===== src/rtl/ami_pkg.sv =====
// Shared constants and width helpers for the affine matrix inverse block.
package ami_pkg;

    // Default element format: signed Q16.16 in 32 bits.
    localparam int ELEM_WIDTH_DEF = 32;
    localparam int FRAC_BITS_DEF  = 16;

    // Front-end multiply schedule: nine adjugate entries, three determinant
    // terms, then nine translation terms.
    localparam int STEP_DET  = 9;
    localparam int STEP_TR   = 12;
    localparam int STEP_LAST = 20;

    // Result row codes.
    localparam logic [1:0] ROW0     = 2'd0;
    localparam logic [1:0] ROW1     = 2'd1;
    localparam logic [1:0] ROW2     = 2'd2;
    localparam logic [1:0] LAST_ROW = ROW2;

    // Width of one adjugate entry (difference of two element products).
    function automatic int f_adj_w(input int w);
        return 2 * w + 1;
    endfunction

    // Width of the determinant and translation accumulators.
    function automatic int f_acc_w(input int w);
        return 3 * w + 3;
    endfunction

    // Width of one queued request: nine adjugate entries, the determinant,
    // three translation sums and the singular flag.
    function automatic int f_job_w(input int w);
        return 9 * f_adj_w(w) + 4 * f_acc_w(w) + 1;
    endfunction

endpackage


===== src/rtl/ami_queue.sv =====
// Two-entry request queue between the front and back ends.
module ami_queue import ami_pkg::*; #(
    parameter int DATA_W = f_job_w(ELEM_WIDTH_DEF)
) (
    input  logic              i_clk,
    input  logic              i_rst_n,
    input  logic              i_push,
    input  logic [DATA_W-1:0] i_data,
    output logic              o_full,
    input  logic              i_pop,
    output logic [DATA_W-1:0] o_data,
    output logic              o_empty
);

    logic [DATA_W-1:0] r_mem [2];
    logic              r_wp, r_rp;
    logic [1:0]        r_cnt;

    assign o_full  = (r_cnt == 2'd2);
    assign o_empty = (r_cnt == 2'd0);
    assign o_data  = r_mem[r_rp];

    // Pointers and fill count.
    always_ff @(posedge i_clk) begin
        if (!i_rst_n) begin
            r_wp  <= 1'b0;
            r_rp  <= 1'b0;
            r_cnt <= 2'd0;
        end else begin
            if (i_push) begin
                r_wp <= ~r_wp;
            end
            if (i_pop) begin
                r_rp <= ~r_rp;
            end
            r_cnt <= r_cnt + 2'(i_push) - 2'(i_pop);
        end
    end

    // Storage.
    always_ff @(posedge i_clk) begin
        if (i_push) begin
            r_mem[r_wp] <= i_data;
        end
    end

`ifndef NO_ASSERTIONS
    a_no_overflow: assert property (@(posedge i_clk) disable iff (!i_rst_n)
        i_push |-> !o_full) else $error("request pushed into a full queue");
    a_no_underflow: assert property (@(posedge i_clk) disable iff (!i_rst_n)
        i_pop |-> !o_empty) else $error("request popped from an empty queue");
    a_count_range: assert property (@(posedge i_clk) disable iff (!i_rst_n)
        r_cnt != 2'd3) else $error("queue count out of range");
    a_head_data: assert property (@(posedge i_clk) disable iff (!i_rst_n)
        (i_push && o_empty) |=> (o_data == $past(i_data)))
        else $error("request into an empty queue not at its head");
`endif

endmodule


===== config.mk =====
export PLATFORM = sky130hd
export DESIGN_NAME = ami_queue
export DESIGN_NICKNAME = d
export VERILOG_FILES = /design/src/rtl/ami_pkg.sv /design/src/rtl/ami_queue.sv
export SDC_FILE = /design/constraint.sdc
export NUM_CORES = 1
export LEC_CHECK = 0
export ABC_AREA = 1
export BUFFER_PORTS_ARGS = -buffer_cell sky130_fd_sc_hd__buf_2
export CAP_MARGIN = 0
export CORE_AREA = 3 3 767 769
export DETAILED_ROUTE_END_ITERATION = 6
export DIE_AREA = 0 0 770 772
export PLACE_DENSITY = 0.38
export RECOVER_POWER = 100
export SYNTH_ARGS = -nofsm -noshare
export SYNTH_HDL_FRONTEND = slang
export SYNTH_SLANG_ARGS = --single-unit

===== constraint.sdc =====
create_clock -name i_clk -period 62.5 [get_ports i_clk]
set_input_delay 6.25 -clock i_clk [delete_from_list [all_inputs] [get_ports i_clk]]
set_output_delay 6.25 -clock i_clk [all_outputs]
set_load 0.005 [all_outputs]

* Word level (Yosys, flattened, before mapping)
Memory sizes are Yosys's and may differ from the RTL's. A register that Yosys moved wholly into a read port is not among the register bits.
Index checks and enable logic that the tools add are counted.
** Word-level totals
- Bits in registers :: 4
- Memory bits (writable) :: 1964
- Input bits :: 986
- Output and inout port bits :: 984
- Word-level logic and storage cells :: 14
- Memories :: 1
** Memory list
- r_mem :: depth 2, bits a word 982, rd ports 1, clocked after Yosys merged registers in 1, wr ports 1, line ami_queue.sv:15 : logic [DATA_W-1:0] r_mem [2];
** Operators by class
- Add/subtract/negate cells :: 2
- Equality and inequality tests :: 1
- Multiplexer cells :: 4
- Bitwise gates (word level) :: 2
- Reduce and logical (&&, ||, !) cells :: 1
** Operators by type and width (count)
- $mux 1 :: 4
- $add 2x1->2 :: 1
- $eq 2x2->1 const B :: 1
- $logic_not 2->1 :: 1
- $not 1->1 :: 2
- $sub 2x1->2 :: 1

* Depth between registers and ports, before layout
Gate-level depths: netlist of run 1.
- Word-level depth :: 3
- Gate-level depth with buffers :: 9
- Gate-level depth less buffers :: 9

* Least setup slack after synthesis of run 1
No wires, ideal clock.
- Path kind :: input to register
- Start point :: input i_push
- End point :: memory r_mem[0][0] in the netlist's numbering, enable pin
- Setup time :: 2386 ps
- Data arrival time :: 47270 ps
- Required time :: 60114 ps
- Path slack :: 12844 ps
- Cell stages on the path :: 2
- Path buffers :: 0
- Cells stage by stage :: inv_1 > nor2_1
** Between the ends
- Word-level cells in the longest chain between the ends :: 2
** RTL lines
- start: declaration :: line ami_queue.sv:7 : input logic i_push,
- $mux 1 :: line ami_queue.sv:42 : if (i_push) begin
- $mux 1 (not written as such) :: line ami_queue.sv:43 : r_mem[r_wp] <= i_data;
- end: declaration :: line ami_queue.sv:15
Every way passes these cells.

* Worst setup path in the final report of run 1
- Start point :: input i_push
- End point :: memory r_mem[0][757] in the netlist's numbering, enable pin
Same word-level chain as after synthesis.

==> results of run 1 <==
stage by stage:
stage / std cells / utilization, % / worst slack [ns] / total power, mW
6_report: 13300 / 16.6 / 36.79 / 3.26
5_1_grt: 13200 / 16.5 / 34.84 / 3.40
4_1_cts: 13200 / 16.9 / 49.80 / 3.34
3_5_place_dp: 12800 / 15.5 / 50.87 / 1.93
3_3_place_gp: 12800 / 15.5 / 51.05 / 1.93
2_1_floorplan: 3088 / - / 12.84 / 1.79
layout by cell type, fill, tap and decap left out, drive strengths merged:
cell type / count
ha: 2
clkbuf: 1616
nand3: 1
nor2: 9
diode: 89
inv: 15
bufinv: 20
buf: 687
a21oi: 1
clkinvlp: 14
nand2: 8
edfxtp: 1964
mux2: 982
dfxtp: 5
clkinv: 106
worst min-delay path, delay by kind of cell (launching register included):
kind	cells	cell delay, ns
and+or+nand+nor	2	0.15
DFF	1	0.32
how the worst max path moves through the flow:
stage	from	end	slack, ns	cells after the start
after floorplan	i_push	r_mem[0][0]	12.84	2
after global placement	flip-flop	o_data[746]	51.05	7
after detailed placement	flip-flop	o_data[917]	50.87	7
after CTS	flip-flop	o_data[917]	49.80	7
after global routing	i_push	r_mem[0][757]	34.84	8
final	i_push	r_mem[0][757]	36.79	8
routing by layer:
layer / vias up / global-route usage [%]
met2: 2644 / 20.7
li1: 16800 / -
met5: - / 0
met4: 160 / 3.71
met3: 875 / 7.51
met1: 21100 / 15.3
synth_stat cells, drive strengths merged:
master	number
a21oi	1
buf	109
dfxtp	5
edfxtp	1964
ha	2
inv	7
mux2	982
nand2	8
nand3	1
nor2	9
kinds of logic after synthesis:
group                      count (synthesis)  share of synthesized area [%]
muxes                                    982                           15.5
AOI/OAI and AO/OA                          1                        0.00699
DFF                                     1969                           82.6
adders and majority gates                  2                         0.0350
and+or+nand+nor                           18                         0.0963
buffers and inverters                    116                           1.75
sequential cells by signal, summed over array words and instances (netlist names), named ones only:
register / flops
r_rp: 1
r_wp: 1
r_cnt: 2
r_mem: 1964
power groups by stage:
| stage | clock network [mW] | logic [mW] | registers [mW] |
|---|---|---|---|
| 2_1_floorplan | 0 | 0.125 | 1.66 |
| 3_3_place_gp | 0 | 0.348 | 1.58 |
| 3_5_place_dp | 0 | 0.351 | 1.58 |
| 4_1_cts | 1.44 | 0.353 | 1.55 |
| 5_1_grt | 1.49 | 0.350 | 1.57 |
| 6_report | 1.38 | 0.323 | 1.56 |
layout make-up:
type	count	area [µm²]
clock inverter	148	1510
inverter	7	27.5
tap	7755	9700
multi-input combinational	1003	11200
timing repair buffer	2016	8420
fill	64000	485000
sequential	1969	59100
clock buffer	287	6220
antenna	89	223
==> results.txt, run 1 <==
Status = complete, but fails checks
Failing checks = max-capacitance violations, max-slew violations
Row Count = 280
Min-Delay Path Class = reg2reg
CTS tree = done
Buffers on Ports = 1969
Layout cell share with drive strength beyond 1 = 30.7%
HPWL Detailed = 343 mm
Synth unique cells = 10
FF-to-FF setup slack = 42.04 ns
Reg2reg path depth = 6
P_int = 2.44 mW
HP Start = r_wp
Hold WS = 0.502 ns
Max incr delay on CP = 5.64 ns
Post-CTS Setup Bufs = 0
Post-CTS Resized = 0
Synthesized net count = 4076
Vias/cell = 3.13
Die X-Extent = 770 µm
Dpl cell area = 90300 µm²
Critical R2R Launch = r_wp
Power per cell area = 33.9 nW/µm²
Critical-path cell list = clkbuf_1 > inv_1 > nor2_1 > clkbuf_1 > clkbuf_1 > clkbuf_1 > clkbuf_1 > clkbuf_1
Vias in the first global route = 41200
Pin count of the biggest net entering global routing = 140
Tmin final = 25.71 ns
Drt drc = 0
RSZ-0062 raised after global routing = false
Most frequent CP cell = clkbuf_1
Critical path arrival = 25.98 ns
Die area = 594000 µm²
Clock Root Buffer = clkbuf_16
Depth of the worst hold-timing path = 2
Final instance area = 96300 µm²
Crit. End Element = flip-flop
Max-cap violations = 47
Peak VDD IR = 0.0000282 V
DRT iter0 DRCs = 3558
Routed wire per std cell = 31.2 µm
Via count = 41600
Top delay family on crit path = buffers and inverters
P_sw = 0.827 mW
Largest area contributor in the netlist = edfxtp_1
Clock buffer count from CTS = 241
Synthesized instance count = 3088
Met2 routed WL = 183 mm
Max Fanout on Critical Path = 126
Critical path class = in2reg
Worst path required time = 62.77 ns
# IOs = 1970
Synth top area cells = edfxtp_1 82%, mux2_2 15%, buf_6 1.7%
Skew final = 0.0597 ns
Top cell type's share of synthesized area = 82.5%
Hold Fails Final Rpt = 0
Initial core utilization = 12.3%
Synth warnings = 0
Clock slew at reported path FFs = 0.05 ns
Clock power share = 42.3%
Slowest CP cell = clkbuf_1
Critical path buffers and inverters = 7
Setup crit start kind = input pin
Final GP Congestion = 0.970
Sw Ratio = 25.3%
Nets@finish = 6226
Final wirelength = 414 mm
Mean Syn Cell Area = 23.2 µm²
Cts hold-fix bufs = 0
# clock sinks = 1969
Initial antenna violation count = 398
First-pass GRT wire length = 500 mm
Final Max Slew Viols = 3015
Worst slew pin tran = 8.79 ns
Wl on met1 = 157 mm
FF-to-FF End = r_mem[0][757]
Cell Area, Synth = 71500 µm²
Endpoints failing setup = 0
Clock H-tree levels = 4
Pleak = 30.3 nW
Min-Delay Endpoint = r_wp
Slew margin rel. = -486%
Total GRT Usage = 13.2%
Met3 routed WL = 58.2 mm
Clock Latency Late Sink = 0.97 ns
Total gr overflow = 0
Yosys reg bits = 1969
Setup TNS = 0 ns
Core box area = 582000 µm²
Antenna-violating nets left = 0
Share of power burned in registers = 47.8%
DR top layer = met5
Die Span Y = 772 µm
Max Buffers Root-to-Sink = 4
Post-synthesis sequential area ratio = 82.6%
Combinational power share = 9.9%
Crit share post-route = 41.1%
Max frequency = 0.0389 GHz
Layout area overhead = 34.8%
Initial DRT Pass Iterations = 5
No activity file was read; power rests on OpenSTA's default activity.
==> run 2, diff against run 1 <==
--- a/config.mk
+++ b/config.mk
@@ -5,7 +5,7 @@
 export SDC_FILE = /design/constraint.sdc
 export NUM_CORES = 1
 export LEC_CHECK = 0
-export ABC_AREA = 1
+export ABC_AREA = 0
 export BUFFER_PORTS_ARGS = -buffer_cell sky130_fd_sc_hd__buf_2
 export CAP_MARGIN = 0
 export CORE_AREA = 3 3 767 769
==> constraint.sdc (replaced) <==
create_clock -name i_clk -period 23.9 [get_ports i_clk]
set_input_delay 2.39 -clock i_clk [delete_from_list [all_inputs] [get_ports i_clk]]
set_output_delay 2.39 -clock i_clk [all_outputs]
set_load 0.005 [all_outputs]
==> run 2 against run 1 <==
The run still ends with max-capacitance violations, max-slew violations left. Final area rose by 0.47%. Die area did not move. First-iteration DRC count fell by 5.2%. Clock skew rose by 0.037 ns. Power rose to 2.7 times the previous value. Non-clock buffer count rose by 4. Critical path depth fell by 1. Synthesized cell count fell by 0.39%.
==> results.txt, run 2 <==
Status = complete, but fails checks
Failing checks = max-capacitance violations, max-slew violations
DRT iter0 DRCs = 3372
Largest register FFs = 1964
Synth unique cells = 12
Worst slew pin tran = 7.44 ns
Max-cap violations = 38
Nets@finish = 6218
Hold Fails Final Rpt = 0
Clock Root Buffer = clkbuf_16
Slew margin rel. = -396%
Pre-CTS setup slack = 15.85 ns
Setup TNS = 0 ns
Vias in the first global route = 41700
Final wirelength = 442 mm
Most flops, register = r_mem
Drt drc = 0
Buffers on Ports = 1969
# clock sinks = 1969
Clock Latency Late Sink = 0.92 ns
Total GRT Usage = 14.1%
Core box area = 582000 µm²
Hold WS = 0.591 ns
Min-Delay Path Class = reg2reg
Vias/cell = 3.20
Die Span Y = 772 µm
Max Buffers Root-to-Sink = 4
Initial antenna violation count = 438
Post-CTS Setup Bufs = 0
Routed wire per std cell = 33.2 µm
Cts hold-fix bufs = 0
Max frequency = 0.0656 GHz
Clock slew at reported path FFs = 0.06 ns
First-pass GRT wire length = 529 mm
Top cell type's share of synthesized area = 82.5%
Via count = 42600
Setup crit start kind = flip-flop
Endpoints failing setup = 0
Power per cell area = 90.1 nW/µm²
RSZ-0062 raised after global routing = false
Yosys reg bits = 1969
Post-synthesis sequential area ratio = 82.6%
Predominant post-synthesis flop cell = edfxtp_1
Commonest cells post-synth = 1964 x edfxtp_1, 982 x mux2_2, 109 x buf_6
Fin cells = 13300
Final GP Congestion = 1.02
Crit share post-route = 63.7%
Slack of the critical path = 8.66 ns
Commonest non-fill, non-tap cell in the layout = edfxtp_1
Pleak = 30.4 nW
Final instance area = 96800 µm²
Final Max Slew Viols = 2040
Synth top area cells = edfxtp_1 82%, mux2_2 15%, buf_6 1.7%
Critical path class = reg2out
Reg2reg path depth = 7
Antenna-violating nets left = 0
Layout area overhead = 35.4%
Depth of the worst hold-timing path = 2
Pin count of the biggest net entering global routing = 147
Cell Area, Synth = 71500 µm²
Worst path required time = 21.51 ns
Post-CTS Resized = 0
Mean Syn Cell Area = 23.2 µm²
Dpl cells = 12700
Fill cell count = 64000
CTS tree = done
EDFF count, synth = 1964
Layout cell share with drive strength beyond 1 = 30.9%
Synthesized instance count = 3076
Die X-Extent = 770 µm
Initial DRT Pass Iterations = 5
Most frequent cells in the layout = 1964 x edfxtp_1, 1361 x clkbuf_1, 680 x buf_2
Synth warnings = 0
Peak VDD IR = 0.0000712 V
Tot Pwr = 8.72 mW
Crit. End Element = output port
HPWL Detailed = 370 mm
Largest area contributor in the netlist = edfxtp_1
Row Count = 280
Dpl cell area = 90300 µm²
Critical path arrival = 12.85 ns
Top-count cell post-synth = edfxtp_1
Synthesized net count = 4064
Fin util = 16.6%
Initial core utilization = 12.3%
Clock buffer count from CTS = 241
Die area = 594000 µm²
Skew final = 0.0964 ns
Max Fanout on Critical Path = 101
Post-synthesis async set-or-reset flop share = 0%
Top flop regs = r_mem (1964), r_cnt (2)
Tmin final = 15.24 ns
# IOs = 1970
Total gr overflow = 0
Clock H-tree levels = 4
-- run 2: worst max-delay path: stages (launching register included) --
cell      delay, ns
dfxtp_1        2.50
clkbuf_1       4.78
buf_4          1.19
buf_4          0.78
buf_4          0.92
buf_4          0.77
mux2_1         0.42
buf_2          0.15
-- run 2: power by group --
group | total (mW) | leakage (nW) | internal, mW | switching, mW
clock | 3.73 | 3.84 | 2.17 | 1.56
sequential | 4.07 | 18.5 | 4.02 | 0.0550
combinational | 0.920 | 8.13 | 0.297 | 0.623
-- run 2: final cells by class --
class / count / area, µm² / area share (%)
sequential: 1969 / 59100 / 61.0
timing repair buffer: 2020 / 8510 / 8.80
antenna: 122 / 305 / 0.315
tap: 7755 / 9700 / 10.0
clock inverter: 163 / 1840 / 1.90
multi-input combinational: 996 / 11200 / 11.5
clock buffer: 280 / 6180 / 6.38
inverter: 2 / 7.51 / 0.00776
-- run 2: kinds of logic after synthesis --
| kind of cell | after synthesis | synth area share, % |
|---|---|---|
| AO/OA/AOI/OAI | 1 | 0.0105 |
| XOR/XNOR | 2 | 0.0438 |
| adder cells (fa/ha/maj) | 2 | 0.0350 |
| buffers and inverters | 111 | 1.73 |
| flip-flops | 1969 | 82.6 |
| multiplexers | 982 | 15.5 |
| AND/OR/NAND/NOR | 9 | 0.0752 |
-- run 2: final timing paths --
path              from             to  slack, ns
max          flip-flop    o_data[630]       8.66
min               r_rp           r_rp       0.59
max reg2reg       r_wp  r_mem[0][174]      10.22
min reg2reg       r_rp           r_rp       0.59
-- run 2: layer usage --
metal | part of all wire [%] | vias up | routed length (µm) | GRT usage (%)
met2 | 44 | 2947 | 195000 | 22.2
li1 | - | 16800 | - | -
met5 | 0.26 | - | 1140 | 0
met3 | 13 | 1071 | 58100 | 7.54
met4 | 4.2 | 174 | 18500 | 4.47
met1 | 38 | 21600 | 170000 | 16.4
